[src/rtl/hsrc_pkg.sv]
package hsrc_pkg;

	localparam int SAMPLE_W     = 24;
	localparam int MAX_CHANNELS = 2;
	localparam int TDATA_W      = MAX_CHANNELS * SAMPLE_W;

	localparam int DATA_W = 32;
	localparam int ADDR_W = 4;

	localparam int STEP_W      = 21;
	localparam int PHASE_W     = 21;
	localparam int MU_W        = 16;
	localparam int CC_W        = 2;
	localparam int TB_W        = 16;
	localparam int MAX_RESULTS = 16;
	localparam int CNT_W       = 5;

	localparam logic [PHASE_W-1:0] ONE_Q16  = PHASE_W'(65536);
	localparam logic [STEP_W-1:0]  STEP_MAX = STEP_W'(1048576);
	localparam int Q14_ONE = 16384;

	// tangent path
	localparam int C_W    = 34;
	localparam int D_W    = SAMPLE_W + 1;
	localparam int TP_W   = D_W + C_W;
	localparam int TS_W   = TP_W + 1;
	localparam int TAN_SH = 29;
	localparam int TAN_W  = 30;
	localparam logic [TS_W-1:0] TAN_RND = TS_W'(1) << (TAN_SH - 1);

	// basis coefficients
	localparam int AW_W = 36;
	localparam int A_W  = 34;
	localparam logic [AW_W-1:0] ONE_Q32 = AW_W'(1) << (2 * MU_W);

	// output accumulation
	localparam int P_W    = A_W + TAN_W;
	localparam int ACC_W  = P_W + 2;
	localparam int OUT_SH = 32;
	localparam logic [ACC_W-1:0] OUT_RND = ACC_W'(1) << (OUT_SH - 1);
	localparam logic signed [ACC_W-1:0] SAT_HI = ACC_W'((1 << (SAMPLE_W - 1)) - 1);
	localparam logic signed [ACC_W-1:0] SAT_LO = ACC_W'(-(1 << (SAMPLE_W - 1)));

	typedef enum logic [1:0] {
		REG_RATE_STEP,
		REG_CHANNEL_COUNT,
		REG_TENSION,
		REG_BIAS
	} reg_idx_t;

	typedef enum logic [2:0] {
		ST_IDLE,
		ST_TAN_MUL,
		ST_TAN_SUM,
		ST_ISSUE,
		ST_DRAIN
	} state_t;

	typedef struct packed {
		logic            valid;
		logic            last;
		logic [MU_W-1:0] mu;
	} issue_t;

	typedef struct packed {
		logic           valid;
		logic           last;
		logic [A_W-1:0] a0;
		logic [A_W-1:0] a1;
		logic [A_W-1:0] a2;
		logic [A_W-1:0] a3;
	} coef_t;

	typedef struct packed {
		logic load;
		logic tan_mul;
		logic tan_sum;
		logic shift;
	} lane_ctrl_t;

endpackage

[src/rtl/hsrc_coef.sv]
module hsrc_coef (
	input  logic            clk,
	input  logic            arst_n,
	input  logic            advance,
	input  hsrc_pkg::issue_t issue,
	output hsrc_pkg::coef_t  coef,
	output logic            busy
);
	import hsrc_pkg::*;

	logic v_s1, v_s2, v_s3;
	logic last_s1, last_s2, last_s3;
	logic [MU_W-1:0] mu_s1, mu_s2;
	logic [2*MU_W-1:0] mu2_s1, mu2_s2;
	logic [3*MU_W-1:0] mu3p_s2;
	logic [A_W-1:0] a0_s3, a1_s3, a2_s3, a3_s3;

	logic [2*MU_W-1:0] mu3;
	logic signed [AW_W-1:0] e1, e2, e3;
	logic signed [AW_W-1:0] a0w, a1w, a2w, a3w;

	assign mu3 = (2*MU_W)'((mu3p_s2 + (3*MU_W)'(1 << (MU_W - 1))) >> MU_W);
	assign e1 = AW_W'(mu_s2);
	assign e2 = AW_W'(mu2_s2);
	assign e3 = AW_W'(mu3);

	assign a0w = (e3 <<< 1) - (e2 <<< 1) - e2 + ONE_Q32;
	assign a1w = e3 - (e2 <<< 1) + (e1 <<< MU_W);
	assign a2w = e3 - e2;
	assign a3w = (e2 <<< 1) + e2 - (e3 <<< 1);

	always_ff @(posedge clk or negedge arst_n) begin
		if (!arst_n) begin
			v_s1 <= 1'b0;
			v_s2 <= 1'b0;
			v_s3 <= 1'b0;
		end else if (advance) begin
			v_s1 <= issue.valid;
			v_s2 <= v_s1;
			v_s3 <= v_s2;
		end
	end

	always_ff @(posedge clk) begin
		if (advance) begin
			mu_s1   <= issue.mu;
			last_s1 <= issue.last;
			mu2_s1  <= issue.mu * issue.mu;
			mu_s2   <= mu_s1;
			last_s2 <= last_s1;
			mu2_s2  <= mu2_s1;
			mu3p_s2 <= mu2_s1 * mu_s1;
			last_s3 <= last_s2;
			a0_s3   <= a0w[A_W-1:0];
			a1_s3   <= a1w[A_W-1:0];
			a2_s3   <= a2w[A_W-1:0];
			a3_s3   <= a3w[A_W-1:0];
		end
	end

	assign coef.valid = v_s3;
	assign coef.last  = last_s3;
	assign coef.a0    = a0_s3;
	assign coef.a1    = a1_s3;
	assign coef.a2    = a2_s3;
	assign coef.a3    = a3_s3;
	assign busy       = v_s1 | v_s2 | v_s3;

endmodule

[config.mk]
export PLATFORM = sky130hd
export DESIGN_NAME = hsrc_coef
export DESIGN_NICKNAME = d
export VERILOG_FILES = /design/src/rtl/hsrc_pkg.sv /design/src/rtl/hsrc_coef.sv
export SDC_FILE = /design/constraint.sdc
export NUM_CORES = 2
export LEC_CHECK = 0
export BUFFER_PORTS_ARGS = -buffer_cell sky130_fd_sc_hd__buf_4
export CORE_UTILIZATION = 50
export DETAILED_ROUTE_END_ITERATION = 7
export GPL_ROUTABILITY_DRIVEN = 0
export PLACE_DENSITY = 0.69
export SYNTH_ARGS = -nofsm -noshare
export SYNTH_HDL_FRONTEND = slang
export SYNTH_SLANG_ARGS = --single-unit
[constraint.sdc]
create_clock -name clk -period 10.9 [get_ports clk]
set_input_delay 0.545 -clock clk [delete_from_list [all_inputs] [get_ports clk]]
set_output_delay 0.545 -clock clk [all_outputs]
set_load 0.02 [all_outputs]
==> impl_metrics.csv <==
group,metric,value,unit
status,status,"complete, no violations",
clock_tree,clkTransAtPathRegs,60,ps
critical_path,arrival,7430,ps
timing,finalSetupTns,0,ps
yosys,async_flop_share,0.0114,
layout,fin_nets,5150,
clock_tree,cts_root_buf,"clkbuf_16",
layout,fin_util,0.547,
clock_tree,htree_levels,1,
floorplanning,num_rows,102,
critical_path,timing_worst_setup_path_type,"flop to flop",
placement,dp_cells,5118,
route,routedWlPerCell,17.7,um
yosys,synth_ff_type,"edfxtp_1",
global_routing,antenna_found_initial,1,
yosys,ys_ff_latch,264,
clock_tree,insertion_delay,580,ps
floorplanning,die_height,283,um
placement,io_buffers,159,
layout,n_antenna_cell,0,
min_path,min_from,"issue[16]",
critical_path,crit_path_start_kind,"flop",
yosys,avgSynthCellArea,9.79,um2
floorplanning,chipWidth,283,um
floorplanning,dieArea,80000,um2
clock_tree,cts_sinks,264,
layout,instances_no_fill,5169,
timing,relSlewSlack,0.249,
floorplanning,io_pins,160,
route,drc_errors,0,
route,vias,27600,
timing,finalCritPeriodShare,0.653,
clock_tree,cts_made_buffers,27,
yosys,ys_warn_count,0,
global_routing,grt_pass1_wl,149000,um
timing,rsz0062_at_grt,"no",
route,ant_nets,0,
layout,drive_gt1_frac,0.0613,
critical_path,critPathMaxFanout,20,
timing,setup_viol,0,
floorplanning,initial_core_util,0.508,
route,via_per_inst,5.34,
yosys,synth_edf_count,261,
job,drv_cap,0,
timing,fin_crit,7120,ps
timing,worst_clock_skew,21.3,ps
yosys,synth.distinct_cells,81,
clock_tree,cts_setup_buffers,0,
yosys,synth_top_cell_by_area,"fa_1",
placement,dp_hpwl,71900,um
critical_path,worstSetupEndpointType,"flop",
min_path,hold_class,"input pin to flop",
yosys,seq_area_frac_synth,0.201,
yosys,synth_area_leaders,"fa_1 32%, edfxtp_1 20%, ha_1 13%, inv_1 7.8%, and2_1 4.3%",
route,drt_iter0_drc,1809,
critical_path,r2r-start,"mu_s1[2]$_DFFE_PP_",
timing,finalHoldViolations,0,
layout,final_cell_mix,"823 x inv_1, 623 x fa_1, 437 x nand2_1",
layout,stdcell_area,42500,um2
route,dr.pass1.iters,6,
timing,fmax,140,MHz
global_routing,grt_max_degree,154,
critical_path,worstSetupStartpoint,"mu_s1[2]$_DFFE_PP_",
critical_path,cp.required,11210,ps
global_routing,gr-total-overflow,0,
yosys,synth_top_area_share,0.316,
route,wl,91300,um
placement,place_area,41600,um2
timing,slew_viol_final,0,
clock_tree,cts_tree,"yes",
yosys,syn_area,39400,um2
global_routing,grt_pass1_vias,28700,
layout,final_common_cell,"inv_1",
clock_tree,clock_path_buffers,3,
global_routing,grt_usage,0.236,
yosys,synthCells,4029,
timing,worstMarginPinSlew,1120,ps
floorplanning,core,77700,um2
layout,area_growth,7.74,%
## worst paths after layout
path / end / slack, ps / cells past startpoint
worst max-delay path: mu3p_s2[44]$_DFFE_PP_ / 3780 / 21
worst min-delay path: last_s1$_DFFE_PP_ / 150 / 1
worst max register to register: mu3p_s2[44]$_DFFE_PP_ / 3780 / 21
worst min register to register: last_s3$_DFFE_PP_ / 430 / 0
max in group asynchronous: v_s1$_DFFE_PN0P_ / 10510 / 2
min in group asynchronous: v_s3$_DFFE_PN0P_ / 300 / 2
## timing repair
item	in CTS	in global routing
resized for setup	0	0
hold buffers	1	0
endpoints found under the hold margin	3	0
## per-layer routing
layer,global-route usage,part of all wire
met5,0,0
met4,0.0559,0.024
met3,0.0423,0.077
met2,0.399,0.47
met1,0.316,0.43
## synthesized netlist by cell type (22+ instances only)
cell,number
inv_1,823
fa_1,623
nand2_1,437
ha_1,398
and2_1,268
edfxtp_1,261
a21oi_1,154
xnor2_1,140
nor2_1,137
clkbuf_1,126
a21o_1,105
o21ai_0,76
xor2_1,68
nand3_1,41
nand4_1,34
a31oi_1,27
nor2b_1,27
and3_1,24
o21bai_1,24
nor3_1,22
## critical path, cell delays in order (launching register included)
cell       delay (ps)
edfxtp_1          710
buf_4             390
nand2_1           120
fa_1              520
fa_1              570
fa_1              450
fa_1              540
inv_1              50
fa_1              470
inv_1              50
fa_1              470
inv_1              40
ha_1              310
a211oi_2          290
o211ai_2          150
a211oi_2          290
nor3_2            130
a21o_1            220
a21o_1            280
a2111oi_0         510
nor3_1            150
xor2_1            160
## stage by stage
step | setup WS, ps | hold WS (ps)
floorplan | 4680 | 249
global placement | 4060 | 335
detailed placement | 3890 | 336
CTS | 3880 | 119
global route | 3590 | 131
finish | 3780 | 149
## flip-flops by register name, indices dropped and copies added (netlist names), 16 cells and up
signal / cells
a3_s3: 32
a1_s3: 34
mu3p_s2: 33
mu2_s2: 30
mu_s2: 16
a2_s3: 33
a0_s3: 34
mu2_s1: 30
mu_s1: 16
## cells by family (layout without fill, tap and decap cells)
family | count (synthesis) | count (layout) | synth area share
AO/OA/AOI/OAI | 519 | 519 | 0.0870
XOR/XNOR | 208 | 208 | 0.0462
adder cells (fa/ha/maj) | 1021 | 1021 | 0.442
buffers and inverters | 956 | 1051 | 0.0914
flip-flops | 264 | 264 | 0.201
multiplexers | 7 | 7 | 0.00197
other | 2 | 7 | 0.000190
AND/OR/NAND/NOR | 1052 | 1052 | 0.130
## cell type report
type | instances | area [um2]
multi-input cells | 2814 | 27900
inverters | 823 | 3090
flip-flops and latches | 264 | 7910
well taps | 1040 | 1300
fillers | 6867 | 35200
repair buffers | 178 | 1360
clock inverters | 19 | 200
clock buffers | 31 | 691
Power is not shown: default switching activity piles up to over one toggle a cycle in this logic, so the estimate is an artifact.
