==> src/rtl/hsrc_pkg.sv <==
package hsrc_pkg;

	localparam int SAMPLE_W     = 24;
	localparam int MAX_CHANNELS = 2;
	localparam int TDATA_W      = MAX_CHANNELS * SAMPLE_W;

	localparam int DATA_W = 32;
	localparam int ADDR_W = 4;

	localparam int STEP_W      = 21;
	localparam int PHASE_W     = 21;
	localparam int MU_W        = 16;
	localparam int CC_W        = 2;
	localparam int TB_W        = 16;
	localparam int MAX_RESULTS = 16;
	localparam int CNT_W       = 5;

	localparam logic [PHASE_W-1:0] ONE_Q16  = PHASE_W'(65536);
	localparam logic [STEP_W-1:0]  STEP_MAX = STEP_W'(1048576);
	localparam int Q14_ONE = 16384;

	// tangent path
	localparam int C_W    = 34;
	localparam int D_W    = SAMPLE_W + 1;
	localparam int TP_W   = D_W + C_W;
	localparam int TS_W   = TP_W + 1;
	localparam int TAN_SH = 29;
	localparam int TAN_W  = 30;
	localparam logic [TS_W-1:0] TAN_RND = TS_W'(1) << (TAN_SH - 1);

	// basis coefficients
	localparam int AW_W = 36;
	localparam int A_W  = 34;
	localparam logic [AW_W-1:0] ONE_Q32 = AW_W'(1) << (2 * MU_W);

	// output accumulation
	localparam int P_W    = A_W + TAN_W;
	localparam int ACC_W  = P_W + 2;
	localparam int OUT_SH = 32;
	localparam logic [ACC_W-1:0] OUT_RND = ACC_W'(1) << (OUT_SH - 1);
	localparam logic signed [ACC_W-1:0] SAT_HI = ACC_W'((1 << (SAMPLE_W - 1)) - 1);
	localparam logic signed [ACC_W-1:0] SAT_LO = ACC_W'(-(1 << (SAMPLE_W - 1)));

	typedef enum logic [1:0] {
		REG_RATE_STEP,
		REG_CHANNEL_COUNT,
		REG_TENSION,
		REG_BIAS
	} reg_idx_t;

	typedef enum logic [2:0] {
		ST_IDLE,
		ST_TAN_MUL,
		ST_TAN_SUM,
		ST_ISSUE,
		ST_DRAIN
	} state_t;

	typedef struct packed {
		logic            valid;
		logic            last;
		logic [MU_W-1:0] mu;
	} issue_t;

	typedef struct packed {
		logic           valid;
		logic           last;
		logic [A_W-1:0] a0;
		logic [A_W-1:0] a1;
		logic [A_W-1:0] a2;
		logic [A_W-1:0] a3;
	} coef_t;

	typedef struct packed {
		logic load;
		logic tan_mul;
		logic tan_sum;
		logic shift;
	} lane_ctrl_t;

endpackage

==> src/rtl/hsrc_ctrl.sv <==
module hsrc_ctrl (
	input  logic                          clk,
	input  logic                          arst_n,
	input  logic                          s_tvalid,
	input  logic                          advance,
	input  logic                          busy,
	input  logic [hsrc_pkg::STEP_W-1:0]   step,
	output logic                          s_tready,
	output hsrc_pkg::issue_t              issue,
	output hsrc_pkg::lane_ctrl_t          lane_ctrl
);
	import hsrc_pkg::*;

	state_t state_q, state_d;
	logic [PHASE_W-1:0] phase_q;
	logic [CNT_W-1:0] cnt_q;

	logic more;
	logic issue_valid;
	logic [PHASE_W:0] phase_sum;

	assign more = (phase_q < ONE_Q16) && (cnt_q < CNT_W'(MAX_RESULTS));
	assign phase_sum = (PHASE_W+1)'(phase_q) + (PHASE_W+1)'(step);

	always_comb begin
		state_d = state_q;
		unique case (state_q)
			ST_IDLE: if (s_tvalid) state_d = ST_TAN_MUL;
			ST_TAN_MUL: state_d = ST_TAN_SUM;
			ST_TAN_SUM: state_d = ST_ISSUE;
			ST_ISSUE: if (!more) state_d = ST_DRAIN;
			ST_DRAIN: if (!busy) state_d = ST_IDLE;
			default: state_d = ST_IDLE;
		endcase
	end

	always_comb begin
		s_tready    = 1'b0;
		lane_ctrl   = '0;
		issue_valid = 1'b0;
		unique case (state_q)
			ST_IDLE: begin
				s_tready       = 1'b1;
				lane_ctrl.load = s_tvalid;
			end
			ST_TAN_MUL: lane_ctrl.tan_mul = 1'b1;
			ST_TAN_SUM: lane_ctrl.tan_sum = 1'b1;
			ST_ISSUE: issue_valid = more & advance;
			ST_DRAIN: lane_ctrl.shift = !busy;
			default: s_tready = 1'b0;
		endcase
	end

	assign issue.valid = issue_valid;
	assign issue.mu    = phase_q[MU_W-1:0];
	assign issue.last  = (phase_sum >= (PHASE_W+1)'(ONE_Q16))
		|| (cnt_q == CNT_W'(MAX_RESULTS - 1));

	always_ff @(posedge clk or negedge arst_n) begin
		if (!arst_n) begin
			state_q <= ST_IDLE;
			phase_q <= '0;
			cnt_q   <= '0;
		end else begin
			state_q <= state_d;
			if (state_q == ST_IDLE) begin
				cnt_q <= '0;
			end
			if (issue_valid) begin
				phase_q <= phase_sum[PHASE_W-1:0];
				cnt_q   <= cnt_q + CNT_W'(1);
			end else if (state_q == ST_ISSUE && !more) begin
				phase_q <= (phase_q >= ONE_Q16) ? phase_q - ONE_Q16 : '0;
			end
		end
	end

endmodule

==> config.mk <==
export PLATFORM = sky130hd
export DESIGN_NAME = hsrc_ctrl
export DESIGN_NICKNAME = d
export VERILOG_FILES = /design/src/rtl/hsrc_pkg.sv /design/src/rtl/hsrc_ctrl.sv
export SDC_FILE = /design/constraint.sdc
export NUM_CORES = 1
export LEC_CHECK = 0
export BUFFER_PORTS_ARGS = -buffer_cell sky130_fd_sc_hd__buf_2
export CORE_ASPECT_RATIO = 1.1
export CORE_UTILIZATION = 51
export DETAILED_ROUTE_END_ITERATION = 10
export PLACE_DENSITY = 0.84
export SKIP_LAST_GASP = 1
export SYNTH_ARGS = -nofsm -noshare
export SYNTH_HDL_FRONTEND = slang
export SYNTH_SLANG_ARGS = --single-unit
==> constraint.sdc <==
create_clock -name clk -period 2.4 [get_ports clk]
set_input_delay 0.24 -clock clk [delete_from_list [all_inputs] [get_ports clk]]
set_output_delay 0.24 -clock clk [all_outputs]
set_load 0.03 [all_outputs]
==> metrics.md, run 1 <==
| Metric | Value |
|---|---|
| Placer's final routability congestion estimate | a little under 0.9 |
| Worst hold path type | in -> async |
| Leakage | around 0.0016 µW |
| Worst hold slack | -13.76 ps |
| Layout Nets | roughly 440 |
| First-pass GRT wire length | approximately 11 mm |
| Slew Limit Fails | 0 |
| Status | finished with violations |
| Detailed Route Iter0 Violations | ~170 |
| TritonRoute pass-1 iters | 4 |
| Final Cell Area | about 0.0034 mm² |
| CTS Sinks | 29 |
| Diodes inserted | 0 |
| GR Overflow Total | 0 |
| Die Area | about 0.0054 mm² |
| Final setup violation count | 3 |
| Ys flop type | dfrtp_1 |
| Largest net degree at the start of global routing | 30 |
| CTS tree | done |
| H-tree depth reported by CTS | 2 |
| Layout Area Growth over Synthesis | 31.62% |
| EDFF count, synth | 0 |
| Tot GR Track Use | 26.26% |
| CP Capture Type | output pin |
| Startpoint types | flip-flop |
| Crit path DAT | around 2600 ps |
| Vias in the first global route | roughly 2,500 |
| Vias | approximately 2,600 |
| Die height | around 77 µm |
| Syn Area/Cell | 8.679 µm² |
| Core Area | 0.004782 mm² |
| Clk slew on worst S/H paths | ~70 ps |
| Final hold violation count | 23 |
| Unique masters post-synth | 56 |
| Synth area leaders | dfrtp_1 28%, ha_1 12%, buf_4 4.9% |
| Synth top cells by count | 33 x nand2_1, 29 x dfrtp_1, 25 x ha_1 |
| RSZ-0062 raised after global routing | true |
| Tcrit/Tclk final | 117.8% |
| CP Data Required Time | 2160 ps |
| Multi-input gate area | approximately 0.0018 mm² |
| Most numerous cell in the Yosys netlist | nand2_1 |
| Die width | 70.13 µm |
| Setup WS post-layout | -428.2 ps |
| Port Buffers | 48 |
| Drt via density | roughly 6 |
| Slew margin rel. | a little over half |
| Yosys reg bits | 29 |
| Peak VDD IR | 0.7280 mV |
| Fmax | roughly 350 MHz |
| Wirelength, routed | a little over 7 mm |
| Worst Max-Slew Pin Slew | 679.2 ps |
| Worst-Skew Late Latency | 290 ps |
| CP Class | reg -> out |
| Post-Synthesis Cells | 300 |
| Drc violations | 0 |
| Setup TNS | -480.4 ps |
| Area post-placement | roughly 0.0031 mm² |
| Fill cell count | approximately 330 |
| Synth async-reset ratio | 100.0% |
| Total nets after synthesis | approximately 350 |
| Ports | approximately 50 |
| Initial antenna violation count | 0 |
| Tmin final | approximately 2800 ps |
| Routed Antenna Nets | 0 |
| Hold_buf cts | 0 |
| Mean routed wirelength per cell | roughly 16 µm |
| Synth warn | 0 |
| Netlist Area Pre-Place | between 0.002 and 0.003 mm² |
| Worst-path maximum fanout | 2 |
| Violated checks | hold timing, setup timing |
| Synth top area share | between 20% and 30% |
| Top cell type by total area after synthesis | dfrtp_1 |
| Layout Skew | 9.183 ps |
| Post-DP HPWL | around 5.0 mm |
| Num CTS Buffers | 5 |
| Clk root buf | clkbuf_8 |
| Power Dens Cells | around 1200 mW/mm² |
| Sequential cell area fraction in the yosys report | between 20 and 30% |
| Max_cap viols | 0 |
| CTS max path bufs | 2 |
| Share of cells above drive strength 1 | approximately two fifths |
| Register area | between 700 and 800 µm² |
| Cell row count | 26 |
| Starting Density | between 50% and 60% |
layer usage:
metal | vias to the layer above | part of all wire (%) | GRT usage [%]
met5 | - | 0 | 0
met4 | 0 | 2.5 | 12.40
met3 | 18 | 4.1 | 4.862
met2 | 86 | 52 | 45.67
met1 | 1245 | 41 | 30.89
li1 | 1253 | - | -
power by group:
| part | internal (µW) | switching [µW] | leakage, µW | total (µW) |
|---|---|---|---|---|
| clock | 310 | 214 | 0.0000543 | 524 |
| combinational | 1190 | 1520 | 0.00121 | 2710 |
| sequential | 634 | 157 | 0.000384 | 791 |
| total | 2130 | 1890 | 0.00165 | 4020 |
cell usage in the layout (no fill, tap or decap), drive strengths merged, types with 3 or more instances in the layout:
master	Yosys	final
nor4	4	4
or3	4	4
nand3	14	14
o211ai	4	4
inv	10	10
nor2b	4	4
a31oi	3	3
ha	25	25
o31ai	3	3
dfrtp	29	29
a21o	3	3
nand4	3	3
o21bai	4	4
o21ai	27	27
a21oi	18	18
and3	3	3
nor3	8	8
xor2	12	12
a22o	3	3
clkbuf	2	5
a21boi	3	3
nor2	24	24
xnor2	6	6
nand2	34	34
buf	22	105
layout make-up:
class	count	area share, %
Multi-Input combinational cell	235	51.99
Inverter	11	1.351
Tap cell	56	2.045
Sequential cell	29	21.25
Clock inverter	3	1.351
Timing Repair Buffer	105	20.01
Clock buffer	5	2.008
worst max-delay path, stage by stage (launching register included):
cell and delay [ps]:
dfrtp_1 400, ha_4 170, fa_2 370, a21oi_4 170
o211ai_1 100, o211ai_1 180, a21oi_2 130, o31ai_2 270
xor2_1 200, nand4_1 120, buf_4 180
what timing repair did:
action | CTS | global route
gates resized for setup | 5 | 26
setup buffers | 9 | 6
endpoints found under the setup margin | 4 | 9
pin swaps | 4 | 15
gates cloned | 0 | 0
cells by family (layout without fill, tap and decap cells):
kind of cell	count (synthesis)	after routing	share of synthesized area, %
mux	2	2	0.7689
xor+xnor	18	18	6.055
compound gates	84	84	22.83
flops	29	29	27.87
fa+ha+maj	26	26	12.78
simple gates	105	105	19.46
buf+inv	36	124	10.24
worst paths after layout:
check                      slack, ps     endpoint  cells after the start       start
max                             -430    issue[16]                     10  phase_q[0]
min                              -10   phase_q[9]                      1      arst_n
max reg2reg                      -40  phase_q[10]                     10  phase_q[0]
min reg2reg                      520     cnt_q[2]                      1    cnt_q[2]
max in group asynchronous       1940  phase_q[18]                      1      arst_n
min in group clk                 210   state_q[2]                      2        busy
per-stage QoR:
stage                     power [µW]  worst slack, ps  utilization [%]  cells  hold slack, ps
after floorplan                 2532           -61.39                -    300          -55.59
after global placement          3149           -135.2            64.81    428           300.8
after detailed placement        3225           -172.0            64.81    428           314.0
after CTS                       3864           -466.6            68.52    441           6.428
after global routing            4289           -569.6            71.66    444           41.56
final                           4024           -428.2            71.66    444          -13.76
flip-flops by register name, summed over array words and instances, names as in the netlist:
name     flops
state_q      3
cnt_q        5
phase_q     21
Power figures use the tool's default switching activity.
==> run 2, diff against run 1 <==
--- a/config.mk
+++ b/config.mk
@@ -7,9 +7,9 @@
 export LEC_CHECK = 0
 export BUFFER_PORTS_ARGS = -buffer_cell sky130_fd_sc_hd__buf_2
 export CORE_ASPECT_RATIO = 1.1
-export CORE_UTILIZATION = 51
+export CORE_UTILIZATION = 55
 export DETAILED_ROUTE_END_ITERATION = 10
-export PLACE_DENSITY = 0.84
+export PLACE_DENSITY = 0.86
 export SKIP_LAST_GASP = 1
 export SYNTH_ARGS = -nofsm -noshare
 export SYNTH_HDL_FRONTEND = slang
==> constraint.sdc (replaced) <==
create_clock -name clk -period 3.5 [get_ports clk]
set_input_delay 0.35 -clock clk [delete_from_list [all_inputs] [get_ports clk]]
set_output_delay 0.35 -clock clk [all_outputs]
set_load 0.03 [all_outputs]
==> metrics.md, run 2 (synthesis results as in run 1) <==
| Metric | Value |
|---|---|
| Status | finished, final reports clean (was finished with violations) |
| Die Area | 0.005013 mm² (was 0.005395 mm²) |
| Top flop regs | phase_q x21, cnt_q x5, state_q x3 (unchanged) |
| Startpoint types | flip-flop (unchanged) |
| Starting Density | 59.04% (was 54.45%) |
| Vias in the first global route | 2,182 (was 2,510) |
| Diodes inserted | 0 (unchanged) |
| Clk root buf | clkbuf_8 (unchanged) |
| Commonest non-fill, non-tap cell in the layout | buf_2 (was buf_4) |
| Post-DP HPWL | 4.524 mm (was 4.985 mm) |
| Wirelength, routed | 5.985 mm (was 7.216 mm) |
| Largest net degree at the start of global routing | 30 (unchanged) |
| CP Class | reg -> out (unchanged) |
| RSZ-0062 raised after global routing | false (was true) |
| Max_cap viols | 0 (unchanged) |
| DR top layer | met4 (unchanged) |
| Drt via density | 5.935 (was 5.860) |
| Tmin final | about 3300 ps |
| Final Core Density | 64.34% (was 71.66%) |
| CTS max path bufs | 2 (unchanged) |
| CTS Sinks | 29 (unchanged) |
| Crit path DAT | 2920 ps (was 2590 ps) |
| Share of cells above drive strength 1 | 24.10% (was 41.49%) |
| Port Buffers | 48 (unchanged) |
| Hold_buf cts | 0 (unchanged) |
| Setup TNS | 0 ps (was -480.4 ps) |
| Routed Antenna Nets | 0 (unchanged) |
| Fmax | between 300 and 400 MHz |
| Tot GR Track Use | 25.94% (was 26.26%) |
| Ports | 49 (unchanged) |
| Worst hold path type | in -> async (unchanged) |
| Layout Nets | 383 (was 439) |
| Met1 WL | 2.608 mm (was 2.952 mm) |
| Met2 WL | 3.014 mm (was 3.786 mm) |
| Cell row count | 25 (was 26) |
| Die width | 67.60 µm (was 70.13 µm) |
| Leakage | 0.001370 µW (was 0.001646 µW) |
| Num CTS Buffers | 5 (unchanged) |
| Clk slew on worst S/H paths | 70 ps (about the same) |
| Tcrit/Tclk final | around 94% |
| Die height | 74.16 µm (was 76.94 µm) |
| CP Capture Type | output pin (unchanged) |
| CP Data Required Time | 3150 ps (was 2160 ps) |
| Slew Limit Fails | 0 (unchanged) |
| Initial antenna violation count | 0 (unchanged) |
| Layout Area Growth over Synthesis | 8.986% (was 31.62%) |
| H-tree depth reported by CTS | 2 (unchanged) |
| Total length of routed met3 wires | 304 µm (was 294 µm) |
| Core Area | 0.004410 mm² (was 0.004782 mm²) |
| Worst-path maximum fanout | 4 (was 2) |
| Drc violations | 0 (unchanged) |
| Slew margin rel. | 55.24% (was 54.72%) |
| CTS tree | done (unchanged) |
| Placer's final routability congestion estimate | 0.8515 (was 0.8830) |
| TritonRoute pass-1 iters | 4 (unchanged) |
| First-pass GRT wire length | 9.763 mm (was 11.32 mm) |
| Worst-Skew Late Latency | 290 ps (about the same) |
| Max FFs per register | 21 (unchanged) |
| Mean routed wirelength per cell | 15.51 µm (was 16.25 µm) |
| Peak VDD IR | 0.4125 mV (was 0.7280 mV) |
| Power Dens Cells | 837.1 mW/mm² (was 1174 mW/mm²) |
| Worst Max-Slew Pin Slew | 671.4 ps (was 679.2 ps) |
| Vias | 2,291 (was 2,602) |
| Most frequent cells in the layout | 48 x buf_2, 33 x nand2_1, 29 x dfrtp_1, 25 x ha_1, 24 x nor2_1 (was 58 x buf_4, 46 x buf_2, 32 x nand2_1, 27 x dfrtp_1, 23 x nor2_1) |
| Detailed Route Iter0 Violations | 167 (was 166) |
| Layout Skew | 7.780 ps (was 9.183 ps) |
| Final setup violation count | 0 (was 3) |
| GR Overflow Total | 0 (unchanged) |
| Final hold violation count | 0 (was 23) |
| Largest register by flop count | phase_q (unchanged) |
==> run 2: per-layer routing <==
layer,GRT usage [%],up-vias
met3,4.601,5
met2,43.56,75
li1,-,1145
met1,33.05,1066
met4,9.220,0
met5,0,-
==> run 2: worst paths after layout <==
| kind | startpoint | to | slack, ps | depth (start not counted) |
|---|---|---|---|---|
| worst max-delay path | phase_q[0] | issue[16] | 230 | 10 |
| worst max register to register | phase_q[0] | phase_q[20] | 910 | 9 |
| worst min register to register | cnt_q[2] | cnt_q[2] | 520 | 1 |
| max in group asynchronous | arst_n | phase_q[5] | 2970 | 1 |
| min in group clk | busy | state_q[2] | 340 | 2 |
| worst min-delay path | arst_n | cnt_q[2] | 90 | 1 |
==> run 2: power by group <==
part	switching, µW	total [µW]	internal (µW)
clock network	145	428	283
logic	861	1380	516
registers	137	570	433
total	1140	2380	1230
==> run 2: worst max-delay path, stage by stage (launching register included) <==
cell      delay, ps
dfrtp_1         430
ha_1            230
fa_1            400
a21oi_1         240
o211ai_1        120
o211ai_1        210
a21oi_1         170
o31ai_1         320
xor2_1          230
nand4_1         110
buf_2           190
==> run 2: stage by stage <==
stage / std cells / setup WS, ps / hold WS [ps] / instance area (µm²) / power [µW]
after floorplan: 300 / 808.0 / 54.41 / 2604 / 1724
final: 386 / 226.9 / 92.77 / 2838 / 2376
after detailed placement: 378 / 531.1 / 430.8 / 2699 / 1923
after global placement: 378 / 603.0 / 425.2 / 2699 / 1878
after global routing: 386 / 111.9 / 147.6 / 2838 / 2542
after CTS: 386 / 250.7 / 124.6 / 2833 / 2356
==> run 2: timing repair <==
item	in CTS	in global routing
buffers inserted	0	0
resized for setup	0	1
setup endpoints to repair	0	1
==> run 2: layout make-up <==
class	count	area, µm²
timing repair buffer	49	247.7
inverter	11	46.29
tap	54	67.56
multi-input combinational	235	1617
clock buffer	5	68.82
sequential	29	725.7
clock inverter	3	65.06
fill	382	1573
